--- config.mk ---
export PLATFORM = sky130hd
export DESIGN_NAME = rva_angle
export DESIGN_NICKNAME = d
export VERILOG_FILES = /design/src/hdl/rva_pkg.sv /design/src/hdl/rva_angle.sv
export SDC_FILE = /design/constraint.sdc
export NUM_CORES = 1
export LEC_CHECK = 0
export BUFFER_PORTS_ARGS = -buffer_cell sky130_fd_sc_hd__buf_2
export CORE_AREA = 2 2 178 180
export DETAILED_ROUTE_END_ITERATION = 6
export DIE_AREA = 0 0 180 182
export GPL_TIMING_DRIVEN = 0
export PLACE_DENSITY = 0.75
export SLEW_MARGIN = 20
export SYNTH_ARGS = -nofsm -noshare
export SYNTH_HDL_FRONTEND = slang
export SYNTH_SLANG_ARGS = --single-unit
--- constraint.sdc ---
create_clock -name clk_i -period 17.6 [get_ports clk_i]
set_clock_uncertainty 0.1 [all_clocks]
set_input_delay 4.4 -clock clk_i [delete_from_list [all_inputs] [get_ports clk_i]]
set_output_delay 4.4 -clock clk_i [all_outputs]
set_load 0.1 [all_outputs]
--- src/hdl/rva_pkg.sv ---
// ----------------------------------------------------------------------------
// rva_pkg
// Shared types, constants and tables for the axis rotation pipeline.
// ----------------------------------------------------------------------------
package rva_pkg;

  // default number of cordic iterations and fraction bits of cos / sin
  localparam int TrigBitsDef = 18;

  // one full turn in 1/128 degree units; 46080 = 45 * 2^10
  localparam int TurnUnits = 46080;
  localparam int TurnDiv   = 45;
  // 2^32 / 46080 = 2^22 / 45
  localparam int TurnFrac  = 22;

  // m / 45 for m < 2^16 as (m * RecipMul) >> RecipShift
  localparam logic [16:0] RecipMul   = 17'd93207;
  localparam int          RecipShift = 22;
  localparam int          QuotW      = 10;

  // cordic gain correction, 2^32 scale
  localparam logic [63:0] CordicK = 64'd2608131496;

  // axis codes
  localparam logic [1:0] AxisX    = 2'd0;
  localparam logic [1:0] AxisY    = 2'd1;
  localparam logic [1:0] AxisZ    = 2'd2;
  localparam logic [1:0] AxisNone = 2'd3;

  // arctan(2^-i) as a 32-bit binary angle
  localparam logic [31:0] AtanTab [32] = '{
    32'd536870912, 32'd316933406, 32'd167458907, 32'd85004756, 32'd42667331,
    32'd21354465,  32'd10679838,  32'd5340245,   32'd2670163,  32'd1335087,
    32'd667544,    32'd333772,    32'd166886,    32'd83443,    32'd41722,
    32'd20861,     32'd10430,     32'd5215,      32'd2608,     32'd1304,
    32'd652,       32'd326,       32'd163,       32'd81,       32'd41,
    32'd20,        32'd10,        32'd5,         32'd3,        32'd1,
    32'd1,         32'd0
  };

  typedef logic [TurnFrac-1:0] frac_tab_t [64];

  // low part of the binary angle for remainder r: floor((r * 2^22 + 22) / 45)
  function automatic frac_tab_t build_frac_tab();
    frac_tab_t tab;
    for (int r = 0; r < 64; r++) begin
      if (r < TurnDiv) begin
        tab[r] = TurnFrac'((64'(r) * (64'd1 << TurnFrac) + 64'd22) / 64'(TurnDiv));
      end else begin
        tab[r] = '0;
      end
    end
    return tab;
  endfunction

  localparam frac_tab_t FracTab = build_frac_tab();

  // vector and axis carried alongside the angle path
  typedef struct packed {
    logic [1:0]         axis;
    logic signed [31:0] vx;
    logic signed [31:0] vy;
    logic signed [31:0] vz;
  } side_t;

endpackage

--- src/hdl/rva_angle.sv ---
// ----------------------------------------------------------------------------
// rva_angle
// Three-stage conversion of a degree angle into a folded 32-bit binary angle.
// ----------------------------------------------------------------------------
module rva_angle import rva_pkg::*; (
  input  logic               clk_i,
  input  logic               rst_ni,
  input  logic               valid_i,
  input  side_t              side_i,
  input  logic signed [16:0] angle_i,
  output logic               valid_o,
  output side_t              side_o,
  output logic signed [31:0] z_o,
  output logic               flip_o
);

  localparam logic signed [17:0] Turn = 18'(TurnUnits);

  logic               vld_a_q, vld_b_q, vld_c_q;
  side_t              side_a_q, side_b_q, side_c_q;
  logic signed [17:0] ang_ext;
  logic signed [17:0] ang_red;
  logic [15:0]        m_d, m_q, mb_q;
  logic [32:0]        prod;
  logic [QuotW-1:0]   q_d, q_q;
  logic [15:0]        rem;
  logic [31:0]        t;
  logic               flip_d, flip_q;
  logic signed [31:0] z_d, z_q;

  // stage a: reduce modulo one turn
  always_comb begin
    ang_ext = 18'(angle_i);
    priority if (ang_ext < -Turn) begin
      ang_red = ang_ext + Turn + Turn;
    end else if (ang_ext < 18'sd0) begin
      ang_red = ang_ext + Turn;
    end else if (ang_ext >= Turn) begin
      ang_red = ang_ext - Turn;
    end else begin
      ang_red = ang_ext;
    end
    m_d = ang_red[15:0];
  end

  // stage b: quotient by 45 through the reciprocal
  assign prod = 33'(m_q) * 33'(RecipMul);
  assign q_d  = prod[RecipShift+QuotW-1:RecipShift];

  // stage c: remainder picks the low bits, then fold into [-90, 90) degrees
  always_comb begin
    rem    = mb_q - 16'(q_q) * 16'(TurnDiv);
    t      = {q_q, FracTab[rem[5:0]]};
    flip_d = t[31] ^ t[30];
    z_d    = {t[31] ^ flip_d, t[30:0]};
  end

  always_ff @(posedge clk_i or negedge rst_ni) begin
    if (!rst_ni) begin
      vld_a_q <= 1'b0;
      vld_b_q <= 1'b0;
      vld_c_q <= 1'b0;
    end else begin
      vld_a_q <= valid_i;
      vld_b_q <= vld_a_q;
      vld_c_q <= vld_b_q;
    end
  end

  always_ff @(posedge clk_i) begin
    side_a_q <= side_i;
    m_q      <= m_d;
    side_b_q <= side_a_q;
    q_q      <= q_d;
    mb_q     <= m_q;
    side_c_q <= side_b_q;
    z_q      <= z_d;
    flip_q   <= flip_d;
  end

  assign valid_o = vld_c_q;
  assign side_o  = side_c_q;
  assign z_o     = z_q;
  assign flip_o  = flip_q;

endmodule

==> impl_results.md <==
- Starting Density: 44.4%
- Maximum operating frequency: about 160 MHz
- Die X: 180 µm
- WS Path Type: flip-flop to flip-flop
- Post-synth EDFFs: 0
- Pins Over Slew Limit: 0
- Synth Instances: 1152
- Area contributors post-synth: dfxtp_1, ha_1, fa_1, inv_1, xnor2_1
- DP HPWL: 22100 µm
- Diode count: 0
- Post-DP Area: about 16000 µm²
- GPL Wtd Cong: approximately 0.92
- Number of global-route vias before repair: 8958
- Clock Latency Late Sink: 0.52 ns
- Final setup vio count: 0
- H-tree levels: 2
- Dominant cell by count in the synthesized netlist: dfxtp_1
- Die area: around 33000 µm²
- Worst slew margin: around 34%
- Post-synthesis register bit count: 357
- Crit path required time: 17.96 ns
- Clock slew at reported path FFs: 0.06 ns
- Hold Fails Final Rpt: 0
- Setup Buffers After CTS: 0
- DRC Markers: 0
- Critical path endpoint category: flip-flop
- Most frequent cells after synthesis: dfxtp_1, inv_1, ha_1
- Drt wl/cell: 15.2 µm
- Core Area: 31000 µm²
- Finished Core Util: 54.2%
- Max-cap violations: 0
- Cts repair resizes: 0
- Synthesized area: 13800 µm²
- Async S/R FF share, synth: 0.840%
- Layout Nets: around 1800
- RSZ-0062 raised after global routing: no
- Initial antenna violation count: 0
- Share of cells above drive strength 1: 21.8%
- GRT Residual Overflow: 0
- Row cnt: 65
- Clock root buffer master: clkbuf_16
- Largest net degree at the start of global routing: 16
- Final setup TNS: 0 ns
- Seq/Total Area, Yosys: 52.0%
- CP peak stage delay: around 0.55 ns
- Hold Crit Class: flip-flop to flip-flop
- Maximum clock insertion buffer count: 3
- Cell area after layout: between 15000 and 20000 µm²
- Sink Count: between 300 and 400
- # fillers: 2679
- WP data arrival: 6.42 ns
- Min Tclk post-route: just over 6 ns
- Slowest CP cell: fa_1
- CTS tree: done
- Warnings, synthesis: 0
- Cell Chain, Critical Path: fa_1 -> inv_1 -> fa_1 -> inv_1 -> fa_1 -> inv_1 -> fa_1 -> fa_1 -> fa_1 -> inv_1 -> ha_1 -> and3_1 -> nand3_2 -> or3_1 -> or4_4 -> a31oi_2 -> mux2i_1 -> xor2_1
- Post-synth top area share: around half
- Tot GR Track Use: between 10% and 20%
- Pre-antenna DRT Iters: 5
- IO Count: 250
- Final ANT Viol Nets: 0
- Worst-Margin Slew: 0.976 ns
- Area Growth Syn to Fin: 22.0%
- Synth unique cells: 61
- Status: completed
- Hold Buf Count CTS: 0
- PortBufs: between 200 and 250
- Mean Syn Cell Area: 12.0 µm²
- Final WL: 28300 µm
- Dominant synthesized flop cell: dfxtp_1
- CP max FO: 5
- First-pass GRT wire length: 44900 µm
- Critical Path Start Type: flip-flop
- Synth area leader: dfxtp_1
- Die extent in y: 182 µm
- Tcrit/Tclk final: 34.5%
- Drt via density: 4.74
- Iteration-0 DRC Markers: 393
- CTS buffer count: 36
- Syn_nets: 1518
- Crit path top cell by count: fa_1
- Vias: 8832
layer usage:
metal	track usage, %	share of wire, %	wire [µm]
met1	20.6	42	11900
met5	0	0	0
met4	5.43	2.5	714
met3	4.09	6.9	1950
met2	30.0	49	13800
logic make-up after synthesis:
logic type / Yosys count / share of synthesized area, %
mux: 3 / 0.218
fa+ha+maj: 248 / 27.1
flops: 357 / 52.0
simple gates: 134 / 4.70
xor+xnor: 38 / 2.47
buf+inv: 214 / 5.97
compound gates: 158 / 7.51
placed cells by master, fill, tap and decap left out, types with 8 or more instances in the layout:
cell         n
a211oi_1     8
a21o_1       9
a21oi_1     43
a31oi_1      9
buf_2      248
clkbuf_1    23
clkbuf_16   36
dfxtp_1    354
fa_1        84
ha_1       164
inv_1      188
nand2_1     43
nand3_1      9
nor2_1      34
nor3_1      11
o21ai_0     24
o21ai_1      8
xnor2_1     28
xor2_1       9
metrics by stage:
step | setup WS [ns] | hold WS (ns) | instances
after floorplan | 11.44 | 0.210 | 1152
after detailed placement | 11.15 | 0.212 | 1802
after CTS | 11.51 | 0.209 | 1864
after global placement | 11.20 | 0.210 | 1802
after global routing | 11.33 | 0.223 | 1864
final | 11.53 | 0.212 | 1864
final cells by class:
type	instances	area [µm²]	share of cell area [%]
Inverter	188	706	4.20
Tap cell	402	503	3.00
Multi-Input combinational cell	581	5790	34.5
Clock inverter	17	284	1.69
Sequential cell	357	7160	42.6
Buffer	26	116	0.693
Timing Repair Buffer	248	1240	7.39
Clock buffer	45	995	5.92
flip-flops by register name, summed over array words and instances, names as in the netlist:
name      cells
valid_o       1
q_q          10
side_a_q     98
side_o       98
z_o          27
vld_a_q       1
mb_q          6
flip_o        1
m_q          16
vld_b_q       1
side_b_q     98
worst max-delay path: cells and delay by family, from the launching register on:
kind	cells	cell delay, ns
flops	1	0.39
fa+ha+maj	7	3.44
mux	1	0.26
compound gates	1	0.23
buf+inv	4	0.21
simple gates	4	1.20
xor+xnor	1	0.16
path summary, 6_finish.rpt:
path	end	from	slack [ns]	depth (start not counted)
min in group asynchronous	valid_o	rst_ni	3.57	1
worst min-delay path	side_b_q[21]	side_a_q[21]	0.21	0
worst min register to register	side_b_q[21]	side_a_q[21]	0.21	0
worst max register to register	q_q[7]	m_q[13]	11.53	18
max in group asynchronous	vld_a_q	rst_ni	13.72	1
worst max-delay path	q_q[7]	m_q[13]	11.53	18
Power is left out: the tool's default activity adds up to more than one toggle a clock period on the data nets, which glitch-free logic cannot reach.
