===== src/hdl/rva_pkg.sv =====
// ----------------------------------------------------------------------------
// rva_pkg
// Shared types, constants and tables for the axis rotation pipeline.
// ----------------------------------------------------------------------------
package rva_pkg;

  // default number of cordic iterations and fraction bits of cos / sin
  localparam int TrigBitsDef = 18;

  // one full turn in 1/128 degree units; 46080 = 45 * 2^10
  localparam int TurnUnits = 46080;
  localparam int TurnDiv   = 45;
  // 2^32 / 46080 = 2^22 / 45
  localparam int TurnFrac  = 22;

  // m / 45 for m < 2^16 as (m * RecipMul) >> RecipShift
  localparam logic [16:0] RecipMul   = 17'd93207;
  localparam int          RecipShift = 22;
  localparam int          QuotW      = 10;

  // cordic gain correction, 2^32 scale
  localparam logic [63:0] CordicK = 64'd2608131496;

  // axis codes
  localparam logic [1:0] AxisX    = 2'd0;
  localparam logic [1:0] AxisY    = 2'd1;
  localparam logic [1:0] AxisZ    = 2'd2;
  localparam logic [1:0] AxisNone = 2'd3;

  // arctan(2^-i) as a 32-bit binary angle
  localparam logic [31:0] AtanTab [32] = '{
    32'd536870912, 32'd316933406, 32'd167458907, 32'd85004756, 32'd42667331,
    32'd21354465,  32'd10679838,  32'd5340245,   32'd2670163,  32'd1335087,
    32'd667544,    32'd333772,    32'd166886,    32'd83443,    32'd41722,
    32'd20861,     32'd10430,     32'd5215,      32'd2608,     32'd1304,
    32'd652,       32'd326,       32'd163,       32'd81,       32'd41,
    32'd20,        32'd10,        32'd5,         32'd3,        32'd1,
    32'd1,         32'd0
  };

  typedef logic [TurnFrac-1:0] frac_tab_t [64];

  // low part of the binary angle for remainder r: floor((r * 2^22 + 22) / 45)
  function automatic frac_tab_t build_frac_tab();
    frac_tab_t tab;
    for (int r = 0; r < 64; r++) begin
      if (r < TurnDiv) begin
        tab[r] = TurnFrac'((64'(r) * (64'd1 << TurnFrac) + 64'd22) / 64'(TurnDiv));
      end else begin
        tab[r] = '0;
      end
    end
    return tab;
  endfunction

  localparam frac_tab_t FracTab = build_frac_tab();

  // vector and axis carried alongside the angle path
  typedef struct packed {
    logic [1:0]         axis;
    logic signed [31:0] vx;
    logic signed [31:0] vy;
    logic signed [31:0] vz;
  } side_t;

endpackage


===== src/hdl/rva_cordic.sv =====
// ----------------------------------------------------------------------------
// rva_cordic
// Unrolled rotation-mode cordic, one registered iteration per stage.
// ----------------------------------------------------------------------------
module rva_cordic import rva_pkg::*; #(
  parameter int TrigBits = TrigBitsDef
) (
  input  logic                        clk_i,
  input  logic                        rst_ni,
  input  logic                        valid_i,
  input  side_t                       side_i,
  input  logic                        flip_i,
  input  logic signed [31:0]          z_i,
  output logic                        valid_o,
  output side_t                       side_o,
  output logic                        flip_o,
  output logic signed [TrigBits+2:0]  x_o,
  output logic signed [TrigBits+2:0]  y_o
);

  localparam int W  = TrigBits + 3;
  localparam int Sh = 32 - TrigBits;
  localparam logic [63:0] XInitWide =
    (Sh == 0) ? CordicK : ((CordicK + (64'd1 << (Sh - 1))) >> Sh);
  localparam logic signed [W-1:0] XInit = W'(XInitWide);

  logic               vld_q  [TrigBits];
  logic               flip_q [TrigBits];
  side_t              side_q [TrigBits];
  logic signed [W-1:0] x_q   [TrigBits];
  logic signed [W-1:0] y_q   [TrigBits];
  logic signed [31:0]  z_q   [TrigBits];

  for (genvar i = 0; i < TrigBits; i++) begin : g_stage
    localparam logic signed [31:0] Step = AtanTab[i];

    logic                vld_in, flip_in;
    side_t               side_in;
    logic signed [W-1:0] x_in, y_in, dx, dy;
    logic signed [31:0]  z_in;

    if (i == 0) begin : g_first
      assign vld_in  = valid_i;
      assign flip_in = flip_i;
      assign side_in = side_i;
      assign x_in    = XInit;
      assign y_in    = '0;
      assign z_in    = z_i;
    end else begin : g_next
      assign vld_in  = vld_q[i-1];
      assign flip_in = flip_q[i-1];
      assign side_in = side_q[i-1];
      assign x_in    = x_q[i-1];
      assign y_in    = y_q[i-1];
      assign z_in    = z_q[i-1];
    end

    assign dx = y_in >>> i;
    assign dy = x_in >>> i;

    always_ff @(posedge clk_i or negedge rst_ni) begin
      if (!rst_ni) begin
        vld_q[i] <= 1'b0;
      end else begin
        vld_q[i] <= vld_in;
      end
    end

    always_ff @(posedge clk_i) begin
      flip_q[i] <= flip_in;
      side_q[i] <= side_in;
      if (!z_in[31]) begin
        x_q[i] <= x_in - dx;
        y_q[i] <= y_in + dy;
        z_q[i] <= z_in - Step;
      end else begin
        x_q[i] <= x_in + dx;
        y_q[i] <= y_in - dy;
        z_q[i] <= z_in + Step;
      end
    end
  end

  assign valid_o = vld_q[TrigBits-1];
  assign side_o  = side_q[TrigBits-1];
  assign flip_o  = flip_q[TrigBits-1];
  assign x_o     = x_q[TrigBits-1];
  assign y_o     = y_q[TrigBits-1];

endmodule


===== config.mk =====
export PLATFORM = sky130hd
export DESIGN_NAME = rva_cordic
export DESIGN_NICKNAME = d
export VERILOG_FILES = /design/src/hdl/rva_pkg.sv /design/src/hdl/rva_cordic.sv
export SDC_FILE = /design/constraint.sdc
export NUM_CORES = 2
export LEC_CHECK = 0
export BUFFER_PORTS_ARGS = -buffer_cell sky130_fd_sc_hd__buf_2
export CAP_MARGIN = 10
export CORE_UTILIZATION = 58
export CTS_BUF_LIST = sky130_fd_sc_hd__clkbuf_4 sky130_fd_sc_hd__clkbuf_8
export DETAILED_ROUTE_END_ITERATION = 6
export PLACE_DENSITY = 0.84
export SYNTH_ARGS = -nofsm -noshare
export SYNTH_HDL_FRONTEND = slang
export SYNTH_SLANG_ARGS = --single-unit

===== constraint.sdc =====
create_clock -name clk_i -period 3.9 [get_ports clk_i]
set_input_delay 0.78 -clock clk_i [delete_from_list [all_inputs] [get_ports clk_i]]
set_output_delay 0.78 -clock clk_i [all_outputs]
set_load 0.01 [all_outputs]

==> key figures <==
Status
  • Run status: complete, no violations

Route
  • DRC viols: 0
  • DRT Pass-1 Iters: 6
  • Max layer used: met4
  • Antenna Nets Post-Route: 0
  • Met2 WL post-DR: 123 mm
  • Final WL: 249 mm
  • M1 WL: 108 mm
  • Vias/cell: 5.43
  • DR vias: between 80000 and 90000
  • Starting DRT DRC Count: 5069
  • Avg WL per Cell: 16.3 µm
  • Met3 WL post-DR: 10.2 mm

Cells and area
  • Reg area: 0.0604 mm²
  • Multi-input combinational cell area: around 0.057 mm²
  • Layout cells sized above 1: 11.6%
  • Total Nets Final: 13700
  • Fillers: 15300
  • Synth-to-Final Area Change: 14.5%

Setup path
  • Slowest stage cell, crit path: dfxtp_1
  • Crit path from: y_q[7][15]
  • Cell mode on critical path: ha_1
  • Crit path max-delay family: compound AO/OA/AOI/OAI gates
  • Data arrival time of the critical path: ~4.7 ns
  • WS Path Type: reg -> reg
  • CP bufs+invs: 1
  • Startpoint types: flop
  • Worst r2r src: y_q[7][15]
  • Worst path max stage delay: 0.43 ns
  • Top fanout value on the critical path: 4
  • Required time worst endpoint: 4.81 ns
  • CP cell instances: inv_1, ha_1, mux2_2, ha_1, a21o_1, a21oi_1, nor2b_1, o21a_1, o41ai_2, o21ai_1, o41a_1, a41o_1, o31a_1, xor2_1
  • Critical Path End Type: flop

Yosys
  • Asr flop ratio synth: 0.598%
  • Yosys reg bits: about 3000
  • Post-Syn Nets: 12800
  • Synth warn: 0
  • Commonest register cell after synthesis: dfxtp_1
  • Post-synth EDFFs: 0
  • Post-synthesis sequential area ratio: 50.5%
  • Mapped Cells: 11300
  • Cell variety after synth: 95
  • Synthesized area per cell: roughly 11 µm²
  • Mapped Area: 0.120 mm²

Clock network
  • TritonCTS clock tree: done
  • H-tree Lvls: 5
  • Reg clk slew, reported paths: 0.06 ns
  • Clock sinks: 3012
  • Bufs on Longest Clock Path: 4
  • Worst-Skew Late Latency: 1.06 ns
  • CTS buffer count: 457
  • Root Buffer: clkbuf_8

Global routing
  • Global-route wire length before repair: 406 mm
  • Overall Global Routing Usage: 23.4%
  • Initial antenna violation count: 5
  • Total grt overflow: 0
  • Vias in the first global route: 83200
  • Largest net degree at the start of global routing: 47

STA
  • Final worst slack: approximately 0.15 ns
  • Worst-margin pin slew: 0.827 ns
  • Setup violations, final: 0
  • Max-slew violations: 0
  • Slew headroom: ~45%
  • Final period util: between 90% and 100%
  • Fin. Hold Viols: 0
  • Max Fclk: 0.267 GHz
  • Final min period: 3.75 ns
  • Clock skew: 0.0926 ns

Place
  • RD Place Congestion: 0.912
  • Post-Place Worst Slack: 0.0174 ns
  • # port buffers: 275
  • DP HPWL: 184 mm

Floorplanning
  • Die ar.: 0.208 mm²
  • Die H: 456 µm
  • Die Span X: 456 µm
  • Initial Util: 58.4%
  • Core area: slightly above 0.2 mm²
  • I/O Pins: about 280
  • # rows: around 170

Hold path
  • Worst hold path type: in -> async

Job
  • Max Cap Violations: 0
[Yosys cell counts, types with 42 or more instances]
| master | number | area [µm²] |
|---|---|---|
| dfxtp_1 | 2994 | 59900 |
| ha_1 | 1233 | 15400 |
| a21oi_1 | 958 | 4790 |
| nor2_1 | 817 | 3070 |
| xnor2_1 | 813 | 7120 |
| nand2_1 | 469 | 1760 |
| inv_1 | 454 | 1700 |
| o21ai_0 | 427 | 2140 |
| xor2_1 | 400 | 3500 |
| a21o_1 | 378 | 2840 |
| nor3_1 | 339 | 1700 |
| nand3_1 | 177 | 886 |
| o21a_1 | 125 | 938 |
| nor2b_1 | 120 | 751 |
| and3_1 | 109 | 682 |
| nand2b_1 | 108 | 676 |
| o21bai_1 | 103 | 773 |
| a31oi_1 | 89 | 557 |
| a211oi_1 | 88 | 661 |
| clkbuf_1 | 78 | 293 |
| and2_1 | 72 | 450 |
| or3_1 | 72 | 450 |
| nand4_1 | 69 | 432 |
| o31ai_1 | 63 | 473 |
| fa_1 | 50 | 1000 |
| or2_2 | 45 | 282 |
| mux2i_1 | 42 | 420 |
[routing by layer]
| layer | global-route usage [%] | vias up |
|---|---|---|
| li1 | - | 41900 |
| met1 | 27.9 | 38800 |
| met2 | 42.3 | 1900 |
| met3 | 3.35 | 560 |
| met4 | 8.77 | 0 |
| met5 | 0 | - |
[through the flow]
step                utilization [%]  cells  area (µm²)  hold slack [ns]  TNS, ns
global placement               61.1  14400      125000            0.309        0
floorplan                         -  11300      120000            0.310        0
CTS                            66.6  15300      136000           0.0318        0
global route                   66.8  15300      137000            0.137  -0.0310
detailed placement             61.1  14400      125000            0.312        0
finish                         66.8  15300      137000            0.171        0
[placed cells by master, fill, tap and decap left out, types with 35 or more instances in the layout]
cell | netlist | routed
a211oi_1 | 88 | 82
a21o_1 | 378 | 378
a21oi_1 | 958 | 948
a31oi_1 | 89 | 89
and2_1 | 72 | 72
and3_1 | 109 | 109
buf_2 | 1 | 275
buf_4 | 0 | 167
clkbuf_4 | 0 | 127
clkbuf_8 | 0 | 555
clkinv_2 | 0 | 69
dfxtp_1 | 2994 | 2980
dlygate4sd3_1 | 0 | 133
fa_1 | 50 | 50
ha_1 | 1233 | 1233
inv_1 | 454 | 454
mux2_2 | 35 | 35
mux2i_1 | 42 | 37
nand2_1 | 469 | 469
nand2b_1 | 108 | 108
nand3_1 | 177 | 177
nand4_1 | 69 | 69
nor2_1 | 817 | 816
nor2b_1 | 120 | 119
nor3_1 | 339 | 332
nor4_1 | 41 | 36
o21a_1 | 125 | 125
o21ai_0 | 427 | 417
o21bai_1 | 103 | 103
o31ai_1 | 63 | 60
or2_2 | 45 | 45
or3_1 | 72 | 72
xnor2_1 | 813 | 812
xor2_1 | 400 | 398
[worst paths after layout]
check	endpoint	cells after the start	slack [ns]
setup / recovery	x_q[15][19]	14	0.15
hold / removal	g_stage[8].vld_in	2	0.17
setup reg to reg	x_q[15][19]	14	0.15
hold reg to reg	side_q[17][58]	0	0.25
max in group asynchronous	g_stage[15].vld_in	2	3.41
min in group clk_i	side_q[17][58]	0	0.25
[state kept, by name, summed over array words and instances, names as in the netlist]
name,count
z_q,512
y_q,356
flip_q,18
x_q,344
g_stage.vld_in,17
side_q,1764
valid_o,1
[what timing repair did]
item / 4_1_cts / 5_1_grt
setup endpoints to repair: 5 / 72
buffers inserted: 0 / 5
hold endpoints to repair: 152 / 0
pin swaps: 1 / 11
resized for setup: 4 / 90
hold buffers: 133 / 0
[area by class of cell]
class,instances,area share (%)
sequential,3012,44.2
multi-input combinational,7768,42.0
clock buffer,682,6.28
antenna,1,0.00183
clock inverter,115,0.911
inverter,457,1.26
tap,2688,2.46
timing repair buffer,581,2.98
[cells by family after synthesis]
group	synth area share (%)
compound gates	14.3
mux	0.682
xor+xnor	8.92
flops	50.5
simple gates	10.1
fa+ha+maj	13.7
buf+inv	1.75
Power is not shown: default switching activity piles up to over one toggle a cycle in this logic, so the estimate is an artifact.
